<file path="config.mk">
export PLATFORM = sky130hd
export DESIGN_NAME = pbwt_apb_regs
export DESIGN_NICKNAME = d
export VERILOG_FILES = /design/src/pbwt_pkg.sv /design/src/pbwt_apb_regs.sv
export SDC_FILE = /design/constraint.sdc
export NUM_CORES = 1
export LEC_CHECK = 0
export BUFFER_PORTS_ARGS = -buffer_cell sky130_fd_sc_hd__buf_2
export CORE_MARGIN = 5
export CORE_UTILIZATION = 44
export CTS_CLUSTER_DIAMETER = 150
export DETAILED_ROUTE_END_ITERATION = 6
export PLACE_DENSITY_LB_ADDON = 0.12
export SYNTH_ARGS = -nofsm -noshare
export SYNTH_HDL_FRONTEND = slang
export SYNTH_SLANG_ARGS = --single-unit
</file>
<file path="constraint.sdc">
create_clock -name clk_i -period 1.3 [get_ports clk_i]
set_clock_uncertainty 0.1 [all_clocks]
set_input_delay 0.065 -clock clk_i [delete_from_list [all_inputs] [get_ports clk_i]]
set_output_delay 0.065 -clock clk_i [all_outputs]
set_load 0.01 [all_outputs]
</file>
<file path="src/pbwt_pkg.sv">
// Shared constants, codes and transaction types for the PBWT sort and divergence update block.
package pbwt_pkg;

  localparam int MAX_HAPS  = 1024;
  localparam int HAP_W     = $clog2(MAX_HAPS);
  localparam int CNT_W     = HAP_W + 1;
  localparam int SITE_BITS = 16;
  localparam int APB_AW    = 3;
  localparam int APB_DW    = 32;

  // Transaction kinds
  localparam logic [1:0] KIND_LOAD    = 2'd0;
  localparam logic [1:0] KIND_ADVANCE = 2'd1;
  localparam logic [1:0] KIND_READ    = 2'd2;
  localparam logic [1:0] KIND_RESTART = 2'd3;

  // Register indexes (paddr[2])
  localparam logic REG_NUM_HAPS  = 1'b0;
  localparam logic REG_NUM_SITES = 1'b1;

  localparam logic [CNT_W-1:0]     NUM_HAPS_RST  = CNT_W'(MAX_HAPS);
  localparam logic [SITE_BITS-1:0] NUM_SITES_RST = '1;

  typedef struct packed {
    logic [1:0]           kind;
    logic [9:0]           hap_index;
    logic                 allele;
    logic [15:0]          site_pos;
    logic [9:0]           position;
  } pbwt_in_t;

  typedef struct packed {
    logic [9:0]  order_hap;
    logic [15:0] divergence;
    logic [10:0] zero_count;
  } pbwt_out_t;

  typedef struct packed {
    logic [10:0] num_haps;
    logic [15:0] num_sites;
  } cfg_t;

  // One entry of the order/divergence arrays
  typedef struct packed {
    logic [HAP_W-1:0]     hap;
    logic [SITE_BITS-1:0] div;
  } ent_t;

  typedef struct packed {
    logic             we;
    logic [HAP_W-1:0] waddr;
    ent_t             wdata;
    logic [HAP_W-1:0] raddr;
  } ent_port_t;

  typedef struct packed {
    logic             we;
    logic [HAP_W-1:0] waddr;
    logic             wdata;
    logic [HAP_W-1:0] raddr;
  } bit_port_t;

endpackage

</file>
<file path="src/pbwt_apb_regs.sv">
// APB configuration registers: haplotype count and site count.
module pbwt_apb_regs import pbwt_pkg::*; (
  input  logic              clk_i,
  input  logic              rst_ni,
  input  logic              psel,
  input  logic              penable,
  input  logic              pwrite,
  input  logic [APB_AW-1:0] paddr,
  input  logic [APB_DW-1:0] pwdata,
  output logic [APB_DW-1:0] prdata,
  output logic              pready,
  output cfg_t              cfg_o
);

  logic [10:0] num_haps_q;
  logic [15:0] num_sites_q;
  logic        wr_en;
  logic        reg_sel;

  assign pready  = 1'b1;
  assign wr_en   = psel && penable && pwrite;
  assign reg_sel = paddr[2];

  always_ff @(posedge clk_i or negedge rst_ni) begin
    if (!rst_ni) begin
      num_haps_q  <= NUM_HAPS_RST;
      num_sites_q <= NUM_SITES_RST;
    end else if (wr_en) begin
      case (reg_sel)
        REG_NUM_HAPS:  num_haps_q  <= pwdata[10:0];
        REG_NUM_SITES: num_sites_q <= pwdata[15:0];
        default: ;
      endcase
    end
  end

  always_comb begin
    case (reg_sel)
      REG_NUM_HAPS:  prdata = APB_DW'(num_haps_q);
      REG_NUM_SITES: prdata = APB_DW'(num_sites_q);
      default:       prdata = '0;
    endcase
  end

  assign cfg_o.num_haps  = num_haps_q;
  assign cfg_o.num_sites = num_sites_q;

endmodule

</file>
Word-level counts from Yosys, hierarchy flattened
Cells that the tools add are included.
Cells by class
  div/mod/pow operators: 0
  bitwise operators: 1
  add/subtract/negate cells: 0
  muxes and demuxes: 1
  order comparisons: 0
  multiply operators: 0
  eq/ne operators: 0
  reduce and logical (&&, ||, !) cells: 4
  shift-type cells: 0
Operators by type and width (number)
  one-hot mux 32 bit (2 select lines): 1
  AND reduction 2 bit: 2
  logical AND 1 bit: 2
  NOT 1 bit: 1
Word-level totals
  RAM bits: 0
  word-level logic and storage cells: 8
  bits in latches: 0
  memories kept: 0
  input port bits: 40
  ROM bits: 0
  bits in registers: 27

Logic depth before layout (Yosys ltp)
  word-level depth: 3
  mapped depth: 4
  mapped depth without buffers: 2

Worst setup path after synthesis
OpenSTA, ideal clock, no wires.
  path type: input-to-reg
  start point: input paddr[2]
  end point: register num_haps_q[3]
  data required time: 1.075 ns
  path slack: 0.292 ns
  cell stages on the path: 4
  setup time: 0.125 ns
  buffers on the path: 2
  arrival time: 0.783 ns
  cells stage by stage: buf_6 nand4b_4 buf_6 mux2_4
On the way
  word-level cells in the longest chain between the ends: 2
RTL lines
  start, declared: line pbwt_apb_regs.sv:8  | input logic [APB_AW-1:0] paddr,
  NOT 1 bit (no line)
  AND reduction 2 bit (no line)
  end signal, assigned: line pbwt_apb_regs.sv:30  | REG_NUM_HAPS: num_haps_q <= pwdata[10:0];
  end, declared: line pbwt_apb_regs.sv:15  | logic [10:0] num_haps_q;
Every way passes these cells.
A chain may end at the register's enable or synchronous reset.

Final worst setup path
  start point: register num_haps_q[3]
  end point: output prdata[3]
On the way
  word-level cells in the longest chain between the ends: 1
RTL lines
  one-hot mux 32 bit (2 select lines): line pbwt_apb_regs.sv:38  | case (reg_sel)
  end, declared: line pbwt_apb_regs.sv:10  | output logic [APB_DW-1:0] prdata,
Every way passes these cells. The select of a mux whose other input is x is not followed.

==> metrics.yaml <==
global_route:
  grt_pass1_vias: 1083
  antenna_found_initial: 0
  grt_start_max_net_pins: 28
  grtUsageTotal_pct: 14.5
  grt_first_pass_wirelength_um: 4980
  grt_overflow: 0
timing:
  hold_violations: 0
  rsz0062_at_grt: "yes"
  slew_violations: 0
  min_period_ns: 1.32
  tightest_slew_ns: 0.558
  fin_crit_sh_pct: 101
  clock.fmax_mhz: 759
  fin_ws_ns: -0.0167
  whs_ns: 0.148
  final-setup-viol-count: 1
  relSlewSlack_pct: 62.8
setup_path:
  criticalPathCategory: "flip-flop to primary output"
  cp.arrival_ns: 1.15
  crit_family: "flip-flops"
  worstPathMaxFanout: 2
  slowest_stage: "dfrtp_1"
  crit_path_start_kind: "flip-flop"
  rr_worst_depth: 2
  max_stage_delay_ns: 0.42
  crit_required_ns: 1.13
  cp.buffers_inverters: 1
  worstSetupEndpointType: "primary output"
  worstPathCellList: "mux2_4 -> buf_6"
  r2r-end: "num_haps_q[7]"
  ff2ff_setup_slack_ns: 0.30
  r2r_start: "num_haps_q[7]"
synth:
  yosysUniqueCellTypes: 11
  synth-seq-cells: 27
  ys_seq_area_share_pct: 49.2
  syn_inst: 95
  syn_area_mm2: 0.00142
  avgSynthCellArea_um2: 14.9
  ys_warn_count: 0
route:
  via_per_inst: 4.43
  drt_iter0_drc: 16
  final_antenna_net_count: 0
  wire_per_inst_um: 13.6
  wirelength_um: 3210
  remaining_drc_errors: 0
  via_count: 1045
  first_pass_iters: 4
power_and_ir_drop:
  leakagePower_nw: 1.11
  pwr-share-comb_pct: 45.6
  vdd.ir_drop.worst_mv: 0.795
  power_switching_mw: 0.855
  swShare_pct: 29.6
  powerDensity_mw_per_mm2: 1340
  seqPwrFrac_pct: 42.3
  pwr-share-clk_pct: 12.1
  p_int_mw: 2.04
cts:
  h-tree-depth: 1
  cts_buffers: 3
  clock_path_buffers: 2
  clock_latency_ns: 0.31
  clk_pin_slew_worst_paths_ns: 0.14
  cts_sinks: 27
  cts_tree: "built"
  clockRootBuffer: "clkbuf_4"
floorplan:
  rows: 20
  die_w_um: 66.7
  dieArea_mm2: 0.00445
  start_util_pct: 46.0
  core_mm2: 0.00308
  ios: 100
  die_y_um: 66.7
layout:
  syn2layout_area_growth_pct: 52.0
  final_util_pct: 70.0
  nFillCells: 234
  stdcell_count: 236
  stdcell_area_mm2: 0.00215
  diodes: 0
  drive_above_1_share_pct: 76.0
  nets: 233
placed_design:
  dp_cells: 199
  place_ws_ns: 0.111
  place.gp.congestion: 0.694
  io_buffers: 64
  place_area_mm2: 0.00170
hold_path:
  hp-class: "input pin to async pin"
run_status:
  violations: "setup timing"
  run_status: "finished with violations"
flow_run:
  max-cap-violations: 0
## through the flow
step	power, mW	TNS [ns]
6_report	2.89	-0.0167
5_1_grt	3.07	-0.561
4_1_cts	2.79	-0.0247
3_5_place_dp	2.15	0
3_3_place_gp	2.13	0
2_1_floorplan	1.79	0
## worst register-to-register path: stages, from the launching register on
cell     delay, ns
dfrtp_1       0.41
buf_4         0.14
mux2_2        0.26
## power groups by stage
stage | Combinational [mW] | Sequential [mW] | Clock (mW)
after floorplan | 0.458 | 1.33 | 0
final | 1.32 | 1.23 | 0.350
after global placement | 0.887 | 1.24 | 0
after global routing | 1.41 | 1.26 | 0.398
after detailed placement | 0.896 | 1.25 | 0
after CTS | 1.20 | 1.22 | 0.369
## cells in the mapped netlist
cell | number | area share (%)
mux2_4 | 11 | 12
dfrtp_1 | 10 | 18
mux2_2 | 27 | 21
nand4b_4 | 1 | 1.7
buf_4 | 17 | 9.0
conb_1 | 2 | 0.53
and2_1 | 5 | 2.2
buf_2 | 1 | 0.35
nand4_4 | 1 | 1.5
buf_6 | 3 | 2.4
dfstp_2 | 17 | 32
## routing by layer
| metal | share of wire [%] | track usage [%] | routed length (um) | up-vias |
|---|---|---|---|---|
| met4 | 1.4 | 2.28 | 45 | 0 |
| li1 | - | - | - | 491 |
| met1 | 38 | 16.6 | 1220 | 496 |
| met3 | 9.3 | 2.53 | 297 | 6 |
| met2 | 51 | 28.0 | 1650 | 52 |
| met5 | 0 | 0 | 0 | - |
## what timing repair did
action / CTS / global route
buffers inserted: 13 / 3
gates resized for setup: 14 / 13
hold buffers: 17 / 0
pin swaps: 0 / 1
endpoints found under the hold margin: 54 / 0
endpoints found under the setup margin: 12 / 20
## worst max path at each step
stage	start	to	cells after the start
floorplan	paddr[2]	num_haps_q[3]	4
global placement	pwrite	num_sites_q[14]	3
detailed placement	pwrite	num_sites_q[10]	3
CTS	num_haps_q[5]	prdata[5]	2
global route	num_haps_q[8]	prdata[8]	2
finish	num_haps_q[3]	prdata[3]	2
## layout make-up
type	instances	area (um2)	area share, %
Timing Repair Buffer	99	734	34.1
Sequential cell	27	697	32.4
Multi-Input combinational cell	62	639	29.7
Tap cell	44	55.1	2.56
Clock buffer	3	22.5	1.05
Clock inverter	1	5.00	0.232
## sequential cells by signal, indices dropped and copies added (netlist names)
signal       count
num_haps_q      11
num_sites_q     16
## layout by cell type (no fill, tap or decap), drive strengths merged
| master | instances |
|---|---|
| and2 | 5 |
| mux2 | 38 |
| dfstp | 17 |
| nand4b | 1 |
| dlygate4sd3 | 17 |
| clkinv | 1 |
| nand4 | 1 |
| dfrtp | 10 |
| clkbuf | 3 |
| buf | 82 |
| conb | 17 |
## logic make-up after synthesis
kind of cell           after synthesis  synth area share, %
buffers and inverters               21                 11.7
DFF                                 27                 49.2
and+or+nand+nor                      7                 5.39
muxes                               38                 33.1
other                                2                0.530
No activity file was read; power rests on OpenSTA's default activity.
