## src/pbwt_ram.sv

```systemverilog
// Generic simple dual-port RAM: one write port, one registered read port.
module pbwt_ram #(
  parameter int WIDTH = 8,
  parameter int DEPTH = 16
) (
  input  logic                     clk_i,
  input  logic                     we_i,
  input  logic [$clog2(DEPTH)-1:0] waddr_i,
  input  logic [WIDTH-1:0]         wdata_i,
  input  logic [$clog2(DEPTH)-1:0] raddr_i,
  output logic [WIDTH-1:0]         rdata_o
);

  logic [WIDTH-1:0] mem_q [DEPTH];
  logic [WIDTH-1:0] rdata_q;

  always_ff @(posedge clk_i) begin
    if (we_i) begin
      mem_q[waddr_i] <= wdata_i;
    end
    rdata_q <= mem_q[raddr_i];
  end

  assign rdata_o = rdata_q;

endmodule

```

## config.mk

```make
export PLATFORM = sky130hd
export DESIGN_NAME = pbwt_ram
export DESIGN_NICKNAME = d
export VERILOG_FILES = /design/src/pbwt_ram.sv
export SDC_FILE = /design/constraint.sdc
export NUM_CORES = 1
export LEC_CHECK = 0
export ABC_AREA = 1
export BUFFER_PORTS_ARGS = -buffer_cell sky130_fd_sc_hd__buf_4
export CAP_MARGIN = 20
export CORE_MARGIN = 2
export CORE_UTILIZATION = 44
export CTS_CLUSTER_SIZE = 30
export DETAILED_ROUTE_END_ITERATION = 7
export GPL_ROUTABILITY_DRIVEN = 1
export HOLD_SLACK_MARGIN = 0.15
export PLACE_DENSITY_LB_ADDON = 0.3
export SLEW_MARGIN = 20
export SYNTH_ARGS = -nofsm -noshare
export SYNTH_HDL_FRONTEND = slang
export SYNTH_SLANG_ARGS = --single-unit
export TNS_END_PERCENT = 1
```

## constraint.sdc

```tcl
create_clock -name clk_i -period 0.9 [get_ports clk_i]
set_input_delay 0.045 -clock clk_i [delete_from_list [all_inputs] [get_ports clk_i]]
set_output_delay 0.045 -clock clk_i [all_outputs]
set_load 0.005 [all_outputs]
```

# After elaboration in Yosys (flattened, before gate mapping)
# Memories as Yosys holds them, arrays and structs flattened. A register that Yosys moved wholly into a read port is not among the register bits.
# Index checks and enable logic that the tools add are counted.
[totals]
register_bits = 0
ramBits = 128
input_bits = 18
output_inout_bits = 8
word_cells = 3
memories = 1
[memory_table]
columns = ["name", "words", "word_bits", "rd", "rd_clocked_by_memory_dff", "write_ports", "line_no", "text"]
rows = [
  ["mem_q", 16, 8, 1, 1, 1, "14", "logic [WIDTH-1:0] mem_q [DEPTH];"],
]
[op_classes]
n_mux = 2
[ops]
columns = ["op", "n"]
rows = [
  ["1-bit 2-to-1 mux", 2],
]

# Depth between registers and ports, before layout
# Gate-level depths: netlist of the first run.
[logic_depth]
ltp_word = 2
ltp_mapped = 8
ltp_nobuf = 7

# Worst setup path after synthesis of the first run
# No wires, ideal clock.
[synth_timing]
kind = "input to register"
start = "input waddr_i[3]"
end = "memory mem_q[4][0], enable pin"
setup_ns = 0.370
arrival_time_ns = 0.626
required_ns = 0.530
setup_slack_ns = -0.096
path_stages = 2
n_path_buf = 0
cell_sequence = "nand3b_1 > nor2_1"
[synth_lines]
columns = ["element", "line_no", "text"]
rows = [
  ["start: declaration", "8", "input logic [$clog2(DEPTH)-1:0] waddr_i,"],
  ["end: declaration", "14", ""],
]
# Straight into the memory's write port.

==> flow_metrics.tcl, run 1 <==
set metrics [dict create \
    min_period_ps 949 \
    n_antenna_cell 0 \
    synth.top_cells.by_count "nand2_1, edfxtp_1, inv_1" \
    grt_max_degree 33 \
    clock_path_buffers 2 \
    htreeDepth 4 \
    cts_root_buffer "clkbuf_16" \
    first_iter_violations 389 \
    drv_slew 0 \
    setup_ws_ps -49.3 \
    grt_antenna_before_repair 0 \
    synth-edff-count 128 \
    overflow 0 \
    min-delay-path-class "in2reg" \
    layout-drive-gt1-share_pct 20.5 \
    crit_fanout 1 \
    dp_hpwl_um 7910 \
    io_pins 26 \
    pwr_density_cell_nw_per_um2 2150 \
    nNetsFinal 628 \
    cts_hold_buf 10 \
    fmax_mhz 1050 \
    critPathKind "reg2reg" \
    ys_seq_area_share_pct 69.4 \
    ys_ff_latch 136 \
    synth_nets 569 \
    start_kind "register" \
    rr_startpoint "mem_q[9][6]$_DFFE_PP_" \
    via_per_inst 4.89 \
    gr-usage-all-layers_pct 19.3 \
    core_um2 12700 \
    p_comb_share_pct 7.0 \
    wirelength_um 12700 \
    clkTransAtPathRegs_ps 60 \
    die_height_um 118 \
    place_congestion 0.880 \
    switchingPower_mw 3.33 \
    synthCells 551 \
    clkSinkCount 136 \
    async_flop_share_pct 0 \
    syn_avg_cell_area_um2 10.5 \
    synthTopCellsByArea "edfxtp_1, nand2_1, nand3_1" \
    detail_route.first_pass.iterations 4 \
    swShare_pct 21.3 \
    start_util_pct 45.3 \
    yosys_warnings 0 \
    p_total_mw 15.7 \
    clockPowerShare_pct 47.5 \
    ir_drop_mv 1.01 \
    fp-row-count 41 \
    syn_to_final_growth_pct 26.2 \
    insertion_delay_ps 410 \
    netlist_area_um2 5770 \
    failed_checks "setup timing" \
    p_leak_nw 3.16 \
    cts_tree "done" \
    arrival_ps 1250 \
    min-delay-start "raddr_i[3]" \
    dieArea_um2 14000 \
    wl_per_cell_um 16.0 \
    synth_ff_type "edfxtp_1" \
    cap_violations 0 \
    status "complete, but fails checks" \
    seqPwrFrac_pct 45.6 \
    ant_nets 0 \
    synth_top_area_cell "edfxtp_1" \
    fin_crit_sh_pct 105 \
    synth.most_common_cell "nand2_1" \
    hold_viol_final 0 \
    cts-buffers-inserted 17 \
    required_ps 1200 \
    final-setup-viol-count 10 \
    drc 0 \
    whs_ps 75.2 \
    cp-end-kind "register" \
    relSlewSlack_pct 72.3 \
    critPathLaunch "mem_q[9][6]$_DFFE_PP_" \
    first_global_vias 3785 \
    io_buffers 25 \
    die_w_um 118 \
    synth_top_area_share_pct 66.7 \
    post-cts-setup-buffers 0 \
    yosysUniqueCellTypes 12 \
    via_count 3884 \
    finClkSkew_ps 6.72 \
    rsz0062_at_grt "true" \
    max_slew.worst_pin.slew_ps 414 \
    grt_pass1_wl_um 20200 \
    p_int_mw 12.3 \
]
==> per-layer routing <==
layer | vias up | wire length [um] | global-route usage [%]
li1 | 1896 | - | -
met4 | 0 | 274 | 7.81
met3 | 24 | 593 | 4.97
met1 | 1848 | 5680 | 25.2
met2 | 116 | 6190 | 30.9
met5 | - | 0 | 0
==> cells by family after synthesis <==
| group | synth area share (%) |
|---|---|
| simple gates | 21.0 |
| flops | 69.4 |
| buf+inv | 9.52 |
==> layout by cell type (no fill, tap or decap), drive strengths merged <==
cell type	n
nand2	173
edfxtp	128
inv	105
nand3	97
buf	54
clkbuf	19
nor2	17
dlygate4sd3	10
dfxtp	8
bufinv	4
clkinv	4
nand3b	2
clkinvlp	2
==> worst paths after layout <==
kind                                            to  slack (ps)  depth (start not counted)
worst max-delay path            rdata_o[6]$_DFF_P_         -50                          6
worst min-delay path            rdata_o[2]$_DFF_P_          80                          4
worst max register to register  rdata_o[6]$_DFF_P_         -50                          6
worst min register to register  rdata_o[2]$_DFF_P_         660                          6
==> registers in the layout (all words and copies together) (netlist names) <==
name	flops
mem_q	128
rdata_o	8
==> power groups by stage <==
| stage | Combinational [mW] | Clock, mW | Sequential (mW) |
|---|---|---|---|
| finish | 1.09 | 7.44 | 7.14 |
| global route | 1.20 | 7.82 | 7.15 |
| CTS | 1.06 | 7.50 | 7.14 |
| detailed placement | 0.969 | 0 | 7.27 |
| global placement | 0.959 | 0 | 7.26 |
| floorplan | 0.500 | 0 | 7.25 |
==> what timing repair did <==
item / CTS / global route
hold endpoints to repair: 136 / 6
setup endpoints to repair: 13 / 16
pin swaps: 18 / 6
gates resized for setup: 29 / 15
==> worst max-delay path, cell delays in order, from the launching register on <==
cell and delay, ps:
edfxtp_1 360, inv_1 60, nand2_1 50, nand3_1 100, nand3_2 110, nand3_2 110, nand2_1 60
==> stage by stage <==
step                      setup WS (ps)  area, um2  utilization [%]  setup TNS (ps)  std cells
final                             -49.3       7280             57.2            -255        795
after global routing               -121       7280             57.2            -977        795
after CTS                         -33.4       7200             56.6            -269        795
after detailed placement           -261       6330             49.8          -15290        753
after global placement             -252       6330             49.8          -13950        753
after floorplan                   -95.8       5770                -           -9380        551
==> layout make-up <==
| cell class | instances | area (um2) |
|---|---|---|
| clock buffer | 19 | 453 |
| fill | 1072 | 5440 |
| timing repair buffer | 64 | 633 |
| clock inverter | 13 | 193 |
| inverter | 102 | 383 |
| tap | 172 | 215 |
| sequential | 136 | 4010 |
| multi-input combinational | 289 | 1390 |
Power figures use the tool's default switching activity.
==> inputs of run 2 (changes only) <==
--- a/config.mk
+++ b/config.mk
@@ -5,7 +5,6 @@
 export SDC_FILE = /design/constraint.sdc
 export NUM_CORES = 1
 export LEC_CHECK = 0
-export ABC_AREA = 1
 export BUFFER_PORTS_ARGS = -buffer_cell sky130_fd_sc_hd__buf_4
 export CAP_MARGIN = 20
 export CORE_MARGIN = 2
==> run 2 against run 1 <==
The flow still finishes with violations (setup timing). Clock-buffer cell count rose by 6. Critical path type unchanged. Cell count fell by 41%. First-iteration DRC count fell by 54%. Register-to-register slack got worse by 320 ps. Highest routed layer unchanged. Worst hold slack improved by 41 ps. Synthesized cell count fell by 58%. Largest power group is now registers. Sequential power barely moved.
==> flow_metrics.tcl, run 2 <==
set metrics [dict create \
    overflow 0 \
    crit_fanout 1 \
    ys_seq_area_share_pct 77.8 \
    finClkSkew_ps 8.09 \
    yosys_warnings 0 \
    min-delay-path-class "in2reg" \
    fin_area_um2 6560 \
    critPathKind "reg2reg" \
    failed_checks "setup timing" \
    start_kind "register" \
    setup_tns_ps -2740 \
    insertion_delay_ps 410 \
    die_w_um 112 \
    synth_top_area_share_pct 74.7 \
    p_leak_nw 2.24 \
    fp-row-count 39 \
    wirelength_um 9650 \
    fin_crit_sh_pct 142 \
    fmax_mhz 785 \
    cts_root_buffer "clkbuf_16" \
    ant_nets 0 \
    clkTransAtPathRegs_ps 60 \
    core_um2 11400 \
    synth.top_cells.by_count "edfxtp_1, mux4_2, a22oi_1" \
    start_util_pct 45.1 \
    rr_startpoint "mem_q[4][3]$_DFFE_PP_" \
    grt_pass1_wl_um 15100 \
    ir_drop_mv 1.21 \
    netlist_area_um2 5150 \
    first_iter_violations 178 \
    drv_slew 0 \
    place_congestion 0.754 \
    via_per_inst 5.37 \
    final-setup-viol-count 9 \
    cp_slowest_cell "mux4_2" \
    status "complete, but fails checks" \
    gr-usage-all-layers_pct 16.7 \
    ys_ff_latch 136 \
    hold_viol_final 0 \
    required_ps 1200 \
    synth_ff_type "edfxtp_1" \
    io_pins 26 \
    detail_route.first_pass.iterations 4 \
    final_cell_mix "edfxtp_1, buf_4, mux4_2" \
    drc 0 \
    largest_reg_flops 128 \
    critPathTopFamily "multiplexers" \
    clkSinkCount 136 \
    grt_antenna_before_repair 0 \
    nNetsFinal 328 \
    n_antenna_cell 0 \
    yosysUniqueCellTypes 19 \
    syn_to_final_growth_pct 27.5 \
    via_count 2503 \
    top_register "mem_q" \
    cp-end-kind "register" \
    layout-drive-gt1-share_pct 44.6 \
    min-delay-start "raddr_i[1]" \
    rsz0062_at_grt "true" \
    cap_violations 0 \
    async_flop_share_pct 0 \
    wl_per_cell_um 20.7 \
    dp_hpwl_um 6440 \
    clock_path_buffers 2 \
    max_slew.worst_pin.slew_ps 702 \
    cp_slowest_stage_delay_ps 470 \
    grt_max_degree 17 \
    arrival_ps 1570 \
    placed_area_um2 5830 \
    setup_ws_ps -374 \
    synthTopCellsByArea "edfxtp_1, mux4_2, mux4_1" \
    cts_hold_buf 8 \
    crit_chain "mux4_2 -> a22oi_1 -> nand2_1" \
    synth.most_common_cell "edfxtp_1" \
    pwr_density_cell_nw_per_um2 2270 \
    cts-buffers-inserted 17 \
    path_buf_inv 0 \
    io_buffers 25 \
    syn_avg_cell_area_um2 22.5 \
    critPathLaunch "mem_q[4][3]$_DFFE_PP_" \
    htreeDepth 4 \
    synth_top_area_cell "edfxtp_1" \
    dieArea_um2 12600 \
    min_period_ps 1270 \
    relSlewSlack_pct 53.0 \
    synthCells 229 \
    die_height_um 112 \
    first_global_vias 2671 \
    final_common_cell "edfxtp_1" \
    synth_nets 247 \
    synth-edff-count 128 \
    cts_tree "done" \
]
==> run 2: report_power, final <==
group          switching [mW]  total (mW)  internal (mW)
clock                    2.45        6.89           4.44
sequential             0.0500        7.14           7.09
combinational           0.405       0.864          0.459
total                    2.90        14.9           12.0
==> run 2: final timing paths <==
path | endpoint | slack [ps] | cells past startpoint
worst max register to register | rdata_o[3]$_DFF_P_ | -370 | 3
worst max-delay path | rdata_o[3]$_DFF_P_ | -370 | 3
worst min register to register | rdata_o[4]$_DFF_P_ | 670 | 3
worst min-delay path | rdata_o[7]$_DFF_P_ | 120 | 4
==> run 2: cell type report <==
cell class / count / area [um2]
Multi-Input combinational cell: 83 / 1080
Timing Repair Buffer: 72 / 697
Clock buffer: 25 / 505
Clock inverter: 7 / 91.3
Sequential cell: 136 / 4010
Tap cell: 143 / 179
Fill cell: 875 / 4860
==> run 2: cell families (layout without fill, tap and decap cells) <==
kind of cell / after synthesis / in the layout / synth area share [%]
AO/OA/AOI/OAI: 16 / 16 / 2.33
buffers and inverters: 10 / 104 / 1.68
flip-flops: 136 / 136 / 77.8
multiplexers: 32 / 32 / 15.0
AND/OR/NAND/NOR: 35 / 35 / 3.18
==> run 2: routing by layer <==
layer / up-vias / GRT usage (%) / wire [um]
li1: 1123 / - / -
met5: - / 0 / 0
met1: 1286 / 22.7 / 4150
met3: 12 / 4.32 / 606
met4: 0 / 7.32 / 160
met2: 82 / 25.8 / 4730
==> run 2: worst register-to-register path: stages, from the launching register on <==
cell	delay (ps)
edfxtp_1	370
mux4_2	470
a22oi_1	230
nand2_1	100
==> run 2: what timing repair did <==
action                     in CTS  in global routing
setup endpoints to repair      12                 15
pin swaps                       2                  1
hold endpoints to repair      129                  1
buffers inserted                0                  0
cloned                          0                  0
resized for setup              12                  2
==> run 2: per-stage QoR <==
stage | hold slack, ps | total power, mW | cells | setup slack, ps | utilization, %
after CTS | 112 | 15.0 | 466 | -379 | 57.4
after floorplan | 144 | 7.64 | 229 | -248 | -
after global routing | 135 | 15.3 | 466 | -422 | 57.5
after global placement | 345 | 8.05 | 426 | -481 | 51.1
after detailed placement | 359 | 8.07 | 426 | -495 | 51.1
final | 117 | 14.9 | 466 | -374 | 57.5
==> inputs of run 3 (changes only) <==
==> constraint.sdc (replaced) <==
create_clock -name clk_i -period 1.1 [get_ports clk_i]
set_input_delay 0.055 -clock clk_i [delete_from_list [all_inputs] [get_ports clk_i]]
set_output_delay 0.055 -clock clk_i [all_outputs]
set_load 0.005 [all_outputs]
==> run 3 against run 2 <==
Cell area increased by 0.40%. Worst hold slack improved by 43 ps. Clock-buffer cell count decreased by 7. Utilization increased by 0.23 points. Global-route usage increased by 1.0 points. Sequential cell count unchanged. Largest power group is now clock. Die area unchanged. The run still ends with setup timing left.
==> flow_metrics.tcl, run 3 (synthesis results as in run 2) <==
set metrics [dict create \
    place_inst 420 \
    relSlewSlack_pct 40.2 \
    required_ps 1390 \
    rsz0062_at_grt "true" \
    final-setup-viol-count 8 \
    critPathKind "reg2reg" \
    nNetsFinal 324 \
    core_um2 11400 \
    io_pins 26 \
    ir_drop_mv 0.921 \
    die_height_um 112 \
    hold_viol_final 0 \
    arrival_ps 1600 \
    final_common_cell "edfxtp_1" \
    failed_checks "setup timing" \
    wl_per_cell_um 22.1 \
    setup_ws_ps -219 \
    dp_slack_ps -357 \
    clkSinkCount 136 \
    first_global_vias 2652 \
    dieArea_um2 12600 \
    overflow 0 \
    setup_tns_ps -1170 \
    whs_ps 160 \
    min-delay-path-class "in2reg" \
    grt_max_degree 18 \
    fin_crit_sh_pct 120 \
    p_total_mw 13.2 \
    gr-usage-all-layers_pct 17.7 \
    met2_usage_pct 28.4 \
    use_met1_pct 23.9 \
    post-cts-setup-buffers 0 \
    start_util_pct 45.1 \
    via_count 2491 \
    cp-end-kind "register" \
    insertion_delay_ps 410 \
    cap_violations 0 \
    cts_root_buffer "clkbuf_16" \
    start_kind "register" \
    min_period_ps 1320 \
    gr-max-usage-layer "met2" \
    grt_pass1_wl_um 15800 \
    crit_fanout 1 \
    layout-drive-gt1-share_pct 41.1 \
    die_w_um 112 \
    place_congestion 0.745 \
    clock_path_buffers 2 \
    pwr_density_cell_nw_per_um2 2000 \
    cts-buffers-inserted 17 \
    finClkSkew_ps 6.78 \
    final_cell_mix "edfxtp_1, buf_4, mux4_2" \
    n_antenna_cell 0 \
    top_register "mem_q" \
    wirelength_um 10200 \
    first_iter_violations 156 \
    fmax_mhz 758 \
    layout.cells.non_filler 462 \
    drc 0 \
    via_per_inst 5.39 \
    status "complete, but fails checks" \
    clkTransAtPathRegs_ps 60 \
    cts_tree "done" \
    fp-row-count 39 \
    drv_slew 0 \
    p_leak_nw 2.27 \
    rrSetupSlack_ps -220 \
    io_buffers 25 \
    htreeDepth 4 \
    dp_hpwl_um 6680 \
    max_slew.worst_pin.slew_ps 894 \
    syn_to_final_growth_pct 28.0 \
    ant_nets 0 \
    largest_reg_flops 128 \
    grt_antenna_before_repair 0 \
    met3_usage_pct 4.91 \
    detail_route.first_pass.iterations 4 \
]
run 3: cell types whose count changed in the layout (fill, tap and decap cells not counted), moves of 2 or more:
cell           delta
clkbuf_8          -5
nor3_1            +2
dlygate4sd3_1     +2
buf_6             -3
nor3_2            -2
dfxtp_2           -3
buf_12            -4
mux4_2            -4
mux4_1            +4
bufinv_16         +6
dfxtp_1           +3
clkbuf_1          -2
run 3: where the power goes:
part	total [mW]	internal, mW	leakage [nW]	switching [mW]
registers	5.84	5.80	1.22	0.0402
clock network	6.69	4.69	0.345	2.00
logic	0.670	0.345	0.696	0.325
total	13.2	10.8	2.27	2.37
run 3: final cells by class:
class                      instances  area [um2]
fill                             853        4830
tap                              143         179
clock buffer                      18         429
clock inverter                    14         277
timing repair buffer              68         611
multi-input combinational         83        1090
sequential                       136        4000
run 3: what timing repair did:
action                                 4_1_cts  5_1_grt
pin swaps                                    7        6
endpoints found under the hold margin      136        0
hold buffers                                10        0
setup endpoints to repair                    8        8
gates resized for setup                     15        4
run 3: path summary, 6_finish.rpt:
check | from | to | cells past startpoint
worst max-delay path | mem_q[0][5]$_DFFE_PP_ | rdata_o[5]$_DFF_P_ | 3
worst max register to register | mem_q[0][5]$_DFFE_PP_ | rdata_o[5]$_DFF_P_ | 3
worst min-delay path | raddr_i[1] | rdata_o[7]$_DFF_P_ | 4
worst min register to register | mem_q[11][2]$_DFFE_PP_ | rdata_o[2]$_DFF_P_ | 3
run 3: layer usage:
layer  vias up  routed length, um
li1       1119                  -
met1      1296               4450
met2        69               5090
met3         7                562
met4         0                 90
met5         -                  0
run 3: per-stage QoR:
step | utilization (%) | area, um2
final | 57.7 | 6590
after detailed placement | 50.6 | 5770
after CTS | 57.6 | 6580
after floorplan | - | 5170
after global placement | 50.6 | 5770
after global routing | 57.7 | 6590
run 3: critical path, stage by stage, from the launching register on:
cell and delay [ps]:
edfxtp_1 410, mux4_2 490, a22oi_2 210, nand2_1 90
