### config.mk
export PLATFORM = sky130hd
export DESIGN_NAME = pbwt_ctrl
export DESIGN_NICKNAME = d
export VERILOG_FILES = /design/src/pbwt_pkg.sv /design/src/pbwt_ctrl.sv
export SDC_FILE = /design/constraint.sdc
export NUM_CORES = 1
export LEC_CHECK = 0
export BUFFER_PORTS_ARGS = -buffer_cell sky130_fd_sc_hd__buf_4
export CORE_MARGIN = 2
export CORE_UTILIZATION = 55
export DETAILED_ROUTE_END_ITERATION = 8
export GPL_TIMING_DRIVEN = 0
export PLACE_DENSITY = 0.82
export SYNTH_ARGS = -nofsm -noshare
export SYNTH_HDL_FRONTEND = slang
export SYNTH_SLANG_ARGS = --single-unit
### constraint.sdc
create_clock -name clk_i -period 8.2 [get_ports clk_i]
set_input_delay 1.64 -clock clk_i [delete_from_list [all_inputs] [get_ports clk_i]]
set_output_delay 1.64 -clock clk_i [all_outputs]
set_load 0.005 [all_outputs]
### src/pbwt_pkg.sv
// Shared constants, codes and transaction types for the PBWT sort and divergence update block.
package pbwt_pkg;

  localparam int MAX_HAPS  = 1024;
  localparam int HAP_W     = $clog2(MAX_HAPS);
  localparam int CNT_W     = HAP_W + 1;
  localparam int SITE_BITS = 16;
  localparam int APB_AW    = 3;
  localparam int APB_DW    = 32;

  // Transaction kinds
  localparam logic [1:0] KIND_LOAD    = 2'd0;
  localparam logic [1:0] KIND_ADVANCE = 2'd1;
  localparam logic [1:0] KIND_READ    = 2'd2;
  localparam logic [1:0] KIND_RESTART = 2'd3;

  // Register indexes (paddr[2])
  localparam logic REG_NUM_HAPS  = 1'b0;
  localparam logic REG_NUM_SITES = 1'b1;

  localparam logic [CNT_W-1:0]     NUM_HAPS_RST  = CNT_W'(MAX_HAPS);
  localparam logic [SITE_BITS-1:0] NUM_SITES_RST = '1;

  typedef struct packed {
    logic [1:0]           kind;
    logic [9:0]           hap_index;
    logic                 allele;
    logic [15:0]          site_pos;
    logic [9:0]           position;
  } pbwt_in_t;

  typedef struct packed {
    logic [9:0]  order_hap;
    logic [15:0] divergence;
    logic [10:0] zero_count;
  } pbwt_out_t;

  typedef struct packed {
    logic [10:0] num_haps;
    logic [15:0] num_sites;
  } cfg_t;

  // One entry of the order/divergence arrays
  typedef struct packed {
    logic [HAP_W-1:0]     hap;
    logic [SITE_BITS-1:0] div;
  } ent_t;

  typedef struct packed {
    logic             we;
    logic [HAP_W-1:0] waddr;
    ent_t             wdata;
    logic [HAP_W-1:0] raddr;
  } ent_port_t;

  typedef struct packed {
    logic             we;
    logic [HAP_W-1:0] waddr;
    logic             wdata;
    logic [HAP_W-1:0] raddr;
  } bit_port_t;

endpackage

### src/pbwt_ctrl.sv
// Sequencer for load, advance, read and restart, with the result register.
module pbwt_ctrl import pbwt_pkg::*; (
  input  logic      clk_i,
  input  logic      rst_ni,
  input  cfg_t      cfg_i,
  input  logic      in_valid_i,
  output logic      in_stall_o,
  input  pbwt_in_t  in_data_i,
  output logic      out_valid_o,
  input  logic      out_stall_i,
  output pbwt_out_t out_data_o,
  output ent_port_t ord_o,
  input  ent_t      ord_rdata_i,
  output ent_port_t ones_o,
  input  ent_t      ones_rdata_i,
  output bit_port_t al_o,
  input  logic      al_rdata_i
);

  localparam logic [2:0] ST_FILL = 3'd0;
  localparam logic [2:0] ST_IDLE = 3'd1;
  localparam logic [2:0] ST_P1   = 3'd2;
  localparam logic [2:0] ST_P2   = 3'd3;
  localparam logic [2:0] ST_RD   = 3'd4;
  localparam logic [2:0] ST_EMIT = 3'd5;

  logic [2:0]           state_q, state_d;
  logic [CNT_W-1:0]     idx_q, idx_d;
  logic                 v1_q, v1_d;
  logic                 v2_q, v2_d;
  logic [CNT_W-1:0]     zeros_q, zeros_d;
  logic [CNT_W-1:0]     ones_q, ones_d;
  logic [SITE_BITS-1:0] run0_q, run0_d;
  logic [SITE_BITS-1:0] run1_q, run1_d;
  ent_t                 b_ent_q, b_ent_d;
  logic [HAP_W-1:0]     p2_addr_q, p2_addr_d;
  logic [SITE_BITS-1:0] fill_div_q, fill_div_d;
  logic                 fill_emit_q, fill_emit_d;
  logic                 rd_ok_q, rd_ok_d;
  logic [HAP_W-1:0]     res_hap_q, res_hap_d;
  logic [SITE_BITS-1:0] res_div_q, res_div_d;
  logic [CNT_W-1:0]     zc_q, zc_d;
  logic                 out_valid_q, out_valid_d;
  pbwt_out_t            out_q, out_d;

  logic [CNT_W-1:0]     cnt;
  logic                 out_free;
  logic                 out_load;
  logic [SITE_BITS-1:0] m0, m1;

  assign cnt = (cfg_i.num_haps > CNT_W'(MAX_HAPS)) ? CNT_W'(MAX_HAPS) : cfg_i.num_haps;
  assign out_free = !out_valid_q || !out_stall_i;
  assign m0 = (b_ent_q.div < run0_q) ? b_ent_q.div : run0_q;
  assign m1 = (b_ent_q.div < run1_q) ? b_ent_q.div : run1_q;

  assign in_stall_o  = (state_q != ST_IDLE);
  assign out_valid_o = out_valid_q;
  assign out_data_o  = out_q;

  always_comb begin
    state_d     = state_q;
    idx_d       = idx_q;
    v1_d        = 1'b0;
    v2_d        = 1'b0;
    zeros_d     = zeros_q;
    ones_d      = ones_q;
    run0_d      = run0_q;
    run1_d      = run1_q;
    b_ent_d     = b_ent_q;
    p2_addr_d   = p2_addr_q;
    fill_div_d  = fill_div_q;
    fill_emit_d = fill_emit_q;
    rd_ok_d     = rd_ok_q;
    res_hap_d   = res_hap_q;
    res_div_d   = res_div_q;
    zc_d        = zc_q;
    out_load    = 1'b0;

    ord_o        = '0;
    ord_o.raddr  = idx_q[HAP_W-1:0];
    ones_o       = '0;
    ones_o.raddr = idx_q[HAP_W-1:0];
    al_o         = '0;
    al_o.raddr   = ord_rdata_i.hap;

    case (state_q)
      ST_FILL: begin
        ord_o.we        = 1'b1;
        ord_o.waddr     = idx_q[HAP_W-1:0];
        ord_o.wdata.hap = idx_q[HAP_W-1:0];
        ord_o.wdata.div = fill_div_q;
        if (idx_q == CNT_W'(MAX_HAPS - 1)) begin
          idx_d   = '0;
          state_d = fill_emit_q ? ST_EMIT : ST_IDLE;
        end else begin
          idx_d = idx_q + 1'b1;
        end
      end

      ST_IDLE: begin
        if (in_valid_i) begin
          res_hap_d = '0;
          res_div_d = '0;
          case (in_data_i.kind)
            KIND_LOAD: begin
              al_o.we    = 1'b1;
              al_o.waddr = in_data_i.hap_index;
              al_o.wdata = in_data_i.allele;
              if (out_free) begin
                out_load = 1'b1;
              end else begin
                state_d = ST_EMIT;
              end
            end
            KIND_ADVANCE: begin
              run0_d  = in_data_i.site_pos;
              run1_d  = in_data_i.site_pos;
              zeros_d = '0;
              ones_d  = '0;
              idx_d   = '0;
              state_d = ST_P1;
            end
            KIND_READ: begin
              ord_o.raddr = in_data_i.position;
              rd_ok_d     = ({1'b0, in_data_i.position} < cnt);
              state_d     = ST_RD;
            end
            default: begin
              fill_div_d  = cfg_i.num_sites;
              fill_emit_d = 1'b1;
              zc_d        = '0;
              idx_d       = '0;
              state_d     = ST_FILL;
            end
          endcase
        end
      end

      ST_P1: begin
        // Issue order reads, then allele reads, then partition.
        if (idx_q < cnt) begin
          v1_d  = 1'b1;
          idx_d = idx_q + 1'b1;
        end
        v2_d    = v1_q;
        b_ent_d = ord_rdata_i;
        if (v2_q) begin
          if (!al_rdata_i) begin
            ord_o.we        = 1'b1;
            ord_o.waddr     = zeros_q[HAP_W-1:0];
            ord_o.wdata.hap = b_ent_q.hap;
            ord_o.wdata.div = m0;
            zeros_d         = zeros_q + 1'b1;
            run0_d          = cfg_i.num_sites;
            run1_d          = m1;
          end else begin
            ones_o.we        = 1'b1;
            ones_o.waddr     = ones_q[HAP_W-1:0];
            ones_o.wdata.hap = b_ent_q.hap;
            ones_o.wdata.div = m1;
            ones_d           = ones_q + 1'b1;
            run1_d           = cfg_i.num_sites;
            run0_d           = m0;
          end
        end
        if (idx_q >= cnt && !v1_q && !v2_q) begin
          idx_d     = '0;
          p2_addr_d = zeros_q[HAP_W-1:0];
          state_d   = ST_P2;
        end
      end

      ST_P2: begin
        // Append the allele-1 group behind the allele-0 group.
        if (idx_q < ones_q) begin
          v1_d  = 1'b1;
          idx_d = idx_q + 1'b1;
        end
        if (v1_q) begin
          ord_o.we    = 1'b1;
          ord_o.waddr = p2_addr_q;
          ord_o.wdata = ones_rdata_i;
          p2_addr_d   = p2_addr_q + 1'b1;
        end
        if (idx_q >= ones_q && !v1_q) begin
          zc_d    = zeros_q;
          state_d = ST_EMIT;
        end
      end

      ST_RD: begin
        res_hap_d = rd_ok_q ? ord_rdata_i.hap : '0;
        res_div_d = rd_ok_q ? ord_rdata_i.div : '0;
        state_d   = ST_EMIT;
      end

      ST_EMIT: begin
        if (out_free) begin
          out_load = 1'b1;
          state_d  = ST_IDLE;
        end
      end

      default: state_d = ST_IDLE;
    endcase

    out_d.order_hap  = (state_q == ST_EMIT) ? res_hap_q : '0;
    out_d.divergence = (state_q == ST_EMIT) ? res_div_q : '0;
    out_d.zero_count = zc_q;
    out_valid_d      = out_load ? 1'b1 : (out_valid_q && out_stall_i);
  end

  always_ff @(posedge clk_i or negedge rst_ni) begin
    if (!rst_ni) begin
      state_q     <= ST_FILL;
      idx_q       <= '0;
      v1_q        <= 1'b0;
      v2_q        <= 1'b0;
      zeros_q     <= '0;
      ones_q      <= '0;
      fill_div_q  <= NUM_SITES_RST;
      fill_emit_q <= 1'b0;
      zc_q        <= '0;
      out_valid_q <= 1'b0;
    end else begin
      state_q     <= state_d;
      idx_q       <= idx_d;
      v1_q        <= v1_d;
      v2_q        <= v2_d;
      zeros_q     <= zeros_d;
      ones_q      <= ones_d;
      fill_div_q  <= fill_div_d;
      fill_emit_q <= fill_emit_d;
      zc_q        <= zc_d;
      out_valid_q <= out_valid_d;
    end
  end

  always_ff @(posedge clk_i) begin
    run0_q    <= run0_d;
    run1_q    <= run1_d;
    b_ent_q   <= b_ent_d;
    p2_addr_q <= p2_addr_d;
    rd_ok_q   <= rd_ok_d;
    res_hap_q <= res_hap_d;
    res_div_q <= res_div_d;
    if (out_load) begin
      out_q <= out_d;
    end
  end

  // Partitioned entries never outrun the entries read.
  a_p1_written: assert property (@(posedge clk_i) disable iff (!rst_ni)
    (state_q == ST_P1) |->
      (({1'b0, zeros_q} + {1'b0, ones_q}) <= {1'b0, idx_q}))
    else $error("partition wrote more entries than were read");

  // In-place writes stay behind the read pointer.
  a_p1_wr_behind: assert property (@(posedge clk_i) disable iff (!rst_ni)
    (state_q == ST_P1 && ord_o.we) |-> ({1'b0, ord_o.waddr} < idx_q))
    else $error("order write overtook the read pointer");

  // The appended group lands inside the active range.
  a_p2_range: assert property (@(posedge clk_i) disable iff (!rst_ni)
    (state_q == ST_P2 && ord_o.we) |-> ({1'b0, ord_o.waddr} < cnt))
    else $error("append wrote beyond the active count");

  // A new result only comes from the emit step or a direct load result.
  a_emit_src: assert property (@(posedge clk_i) disable iff (!rst_ni)
    $rose(out_valid_q) |-> ($past(state_q) == ST_EMIT || $past(state_q) == ST_IDLE))
    else $error("result appeared outside the emit step");

endmodule

* Word-level counts from Yosys, hierarchy flattened *
Index checks and enable logic that the tools add are counted.

storage, ports and cells
  output and inout port bits = 155
  flip-flop bits (word level) = 199
  input port bits = 123

operators by class
  equality and inequality tests = 24
  add/sub/neg operators = 4
  muxes and demuxes = 70
  reduce and logical (&&, ||, !) cells = 28
  bitwise logic cells = 1
  magnitude comparators = 8

operators with widths
  cell                                                   number
  2-to-1 mux 37 bit                                      6
  2-to-1 mux 11 bit                                      16
  2-to-1 mux 16 bit                                      10
  one-hot mux 37 bit (3 select lines)                    1
  one-hot mux 16 bit (2 select lines)                    3
  2-to-1 mux 10 bit                                      7
  one-hot mux 11 bit (2 select lines)                    3
  one-hot mux 11 bit (4 select lines)                    1
  one-hot mux 10 bit (2 select lines)                    2
  2-to-1 mux 12 bit                                      3
  adder 11 x 1 -> 11 bit, second input constant          3
  less-than comparator 16 bit                            2
  != test 2 bit, second input constant                   13
  greater-or-equal comparator 11 bit                     2
  less-than comparator 11 bit                            2
  2-to-1 mux 3 bit                                       7
  one-hot mux 3 bit (6 select lines)                     1
  AND reduction 5 bit                                    3
  == test 11 x 10 -> 1 bit, second input constant        1
  greater-than comparator 11 bit, second input constant  1
  less-than comparator 10 x 11 -> 1 bit                  1
  adder 10 x 1 -> 10 bit, second input constant          1
  one-hot mux 3 bit (3 select lines)                     1
  AND reduction 3 bit                                    3
  22 further kinds                                       42

* Logic depth before layout (Yosys ltp) *
  depth after elaboration = 7
  gate-level depth with buffers = 12
  mapped depth without buffers = 10

* Worst setup path before layout *
Ideal clock, no wire load.

  path kind = input to register
  start = in in_valid_i
  end = reg out_q, in the netlist out_data_o[0] (enable)
  buffers on the path = 1
  library setup time = 444 ps
  setup slack = 3646 ps
  cell stages on the path = 5
  arrival time = 4110 ps
  data required time = 7756 ps
  cell sequence = clkbuf_1 > nand2_1 > nor3_1 > nor2_1 > a21oi_1

on the way
  word-level cells in the longest chain between the ends = 2

RTL lines
  item                                RTL line          source
  from (decl)                         pbwt_ctrl.sv:6    input logic in_valid_i,
  2-to-1 mux 1 bit                    pbwt_ctrl.sv:101  if (in_valid_i) begin
  one-hot mux 1 bit (2 select lines)  pbwt_ctrl.sv:86   case (state_q)
  via out_load                        pbwt_ctrl.sv:48   logic out_load;
  to (signal assigned)                pbwt_ctrl.sv:248  out_q <= out_d;
  to (decl)                           pbwt_ctrl.sv:44   pbwt_out_t out_q, out_d;

The timed path passes the listed nets, and every way through them passes these cells.
A chain may end at the register's enable or synchronous reset.

==> results_dict.tcl <==
set metrics [dict create \
    min_path_type "register to register" \
    area_growth_pct 27.4 \
    h-tree-depth 4 \
    via_per_inst 5.97 \
    cp-start-kind "register" \
    avgSynthCellArea_sq_um 10.5 \
    io_pins 278 \
    drt-initial-drc-count 871 \
    synthArstFlopShare_pct 33.7 \
    cts-root-buf "clkbuf_16" \
    crit_fanout 10 \
    regToRegSetupSlack_ps 5100 \
    dpl.hpwl_mm 26.5 \
    grt_usage_pct 31.7 \
    post-route-period-util_pct 61.9 \
    grt.overflow.total 0 \
    ys_ff_latch 199 \
    yosysSeqAreaShare_pct 49.8 \
    hold_viol_final 0 \
    max_cap_violations 0 \
    mostFrequentLayoutCell "buf_4" \
    hp-start "zc_q[7]" \
    worst_clock_skew_ps 13.6 \
    fmax_mhz 197 \
    tightest_slew_ps 1020 \
    area.sequential_sq_um 5660 \
    dieArea_sq_um 21800 \
    maxSlewHeadroom_pct 31.7 \
    outcome "finished clean" \
    gp_congestion 0.943 \
    dr.pass1.iters 7 \
    grt_pass1_wl_mm 53.3 \
    mostFrequentLayoutCells "buf_4, edfxtp_1, nand2_1" \
    coreArea_sq_um 20200 \
    syn_nets 1268 \
    min_period_ps 5070 \
    io_buffer_count 274 \
    startpoint "state_q[2]" \
    report.final.setup_viol 0 \
    cts.clk_slew.worst_paths_ps 80 \
    worst_ir_drop_vdd_mv 0.172 \
    reg2reg_to "run0_q[4]" \
    cp-end-kind "output port" \
    cts_setup_buffers 0 \
    fin_cells 1659 \
    numClockSinks 199 \
    dr_total_vias 9897 \
    synth_top_area_share_pct 34.9 \
    synth_cells 1080 \
    yosys_warnings 0 \
    ys.flop_type "edfxtp_1" \
    slew_viol_final 0 \
    r2r-start "b_ent_q[6]" \
    crit_type "register to output port" \
    multiInputGateArea_sq_um 5120 \
    tns_ps 0 \
    cts_hold_buf 0 \
    placed_cells 1626 \
    synth_edf_count 132 \
    die_w_um 148 \
    netlist-cell-type-count 71 \
    initial_core_util_pct 56.2 \
    drive_above_1_share_pct 28.8 \
    antenna_found_initial 1 \
    yosysTopAreaCell "edfxtp_1" \
    drc_errors 0 \
    worstPathRequired_ps 6560 \
    post_drt_wl_per_cell_um 21.2 \
    crit_end "ord_o[25]" \
    final_nets 1563 \
    ant_nets 0 \
    powerDensity_nw_per_um2 253 \
    cts_buffers 17 \
    reg2reg_depth 9 \
    p_leak_nw 6.36 \
    num_rows 52 \
    syn-cell-area_sq_um 11400 \
    worstSkewPairLatency_ps 440 \
    rsz0062_at_grt "no" \
    grt_pass1_vias 9671 \
    finalWirelength_mm 35.2 \
    clockBufferDepth 2 \
    synth_area_leaders "edfxtp_1, dfrtp_1, ha_1" \
    cts_tree "done" \
    grt_max_degree 68 \
    die_height_um 148 \
    nFillCells 1532 \
    cp.arrival_ps 3430 \
    cts_resized 0 \
]
-- power by group --
part	total [mW]	internal [mW]	leakage [nW]	switching [mW]
Clock	0.901	0.433	0.310	0.468
Sequential	1.57	1.42	2.09	0.153
Combinational	1.19	0.533	3.96	0.658
-- worst max-delay path: stages (launching register included) --
cell	delay, ps
dfrtp_1	380
buf_6	140
clkbuf_1	250
nor3_1	720
clkbuf_1	590
clkbuf_1	470
a22oi_1	160
o21ai_0	120
buf_4	160
-- layout make-up --
type / count / share of cell area (%)
inverters: 54 / 1.41
flip-flops and latches: 199 / 39.1
multi-input cells: 754 / 35.4
clock inverters: 15 / 1.47
clock buffers: 17 / 2.94
diodes: 1 / 0.0173
repair buffers: 276 / 14.5
plain buffers: 73 / 2.80
well taps: 270 / 2.33
-- metrics by stage --
stage / setup WS, ps / utilization (%) / hold WS, ps / area (sq um) / power (mW)
after floorplan: 3650 / - / 425 / 11400 / 2.21
after global placement: 2270 / 68.0 / 430 / 13800 / 2.69
after detailed placement: 3220 / 68.4 / 431 / 13800 / 2.75
after CTS: 3180 / 71.5 / 451 / 14500 / 3.65
after global routing: 2940 / 71.5 / 461 / 14500 / 3.82
final: 3130 / 71.5 / 455 / 14500 / 3.66
-- worst min-delay path by stage --
stage                          to  depth (start not counted)  slack (ps)
global route        out_data_o[8]                          0         460
floorplan           out_data_o[0]                          0         420
CTS                 out_data_o[8]                          0         450
global placement    out_data_o[9]                          0         430
finish              out_data_o[7]                          0         450
detailed placement  out_data_o[8]                          0         430
-- cell families (layout without fill, tap and decap cells) --
logic type      after synthesis  after routing  share of synthesized area, %
xor+xnor                     23             23                          1.77
other cells                   0              1                             0
compound gates              222            222                          13.7
fa+ha+maj                    65             65                          7.16
flops                       199            199                          49.8
simple gates                395            395                          17.7
mux                          49             49                          4.50
buf+inv                     127            435                          5.35
-- routing by layer --
metal	wire length (um)	global-route usage [%]
met1	13600	40.7
met5	13	0
met4	1130	11.4
met2	17600	54.5
met3	2930	5.46
-- flip-flops by register name (all words and copies together), names as in the netlist --
register,cells
rd_ok_q,1
out_data_o,37
b_ent_q,26
run1_q,16
v1_q,1
p2_addr_q,10
idx_q,11
zeros_q,11
ones_q,11
fill_emit_q,1
res_div_q,16
state_q,3
v2_q,1
out_valid_o,1
zc_q,11
run0_q,16
res_hap_q,10
fill_div_q,16
-- synth_stat cells (4+ instances only) --
| cell | instances |
|---|---|
| a21oi_1 | 30 |
| inv_1 | 53 |
| mux2i_1 | 32 |
| ha_1 | 65 |
| o31ai_1 | 4 |
| buf_2 | 8 |
| xor2_1 | 9 |
| a22oi_1 | 16 |
| and3_1 | 7 |
| buf_6 | 4 |
| a211oi_1 | 5 |
| a21o_1 | 10 |
| o21ai_1 | 4 |
| dfrtp_1 | 51 |
| xnor2_1 | 14 |
| nor3_1 | 9 |
| a221o_1 | 20 |
| nand2b_1 | 5 |
| dfstp_2 | 16 |
| o21ai_0 | 56 |
| clkbuf_1 | 36 |
| a211o_1 | 6 |
| nor2_1 | 71 |
| edfxtp_1 | 132 |
| nand2_1 | 117 |
| mux2_2 | 17 |
| a31oi_1 | 4 |
| o21a_1 | 6 |
| or3_1 | 5 |
| nand4_1 | 18 |
| buf_4 | 21 |
| o211ai_1 | 34 |
| nand3_1 | 32 |
| nand3b_1 | 17 |
| nor2b_1 | 10 |
| and2_1 | 85 |
Note: power is estimated with default switching activity, not from simulation.
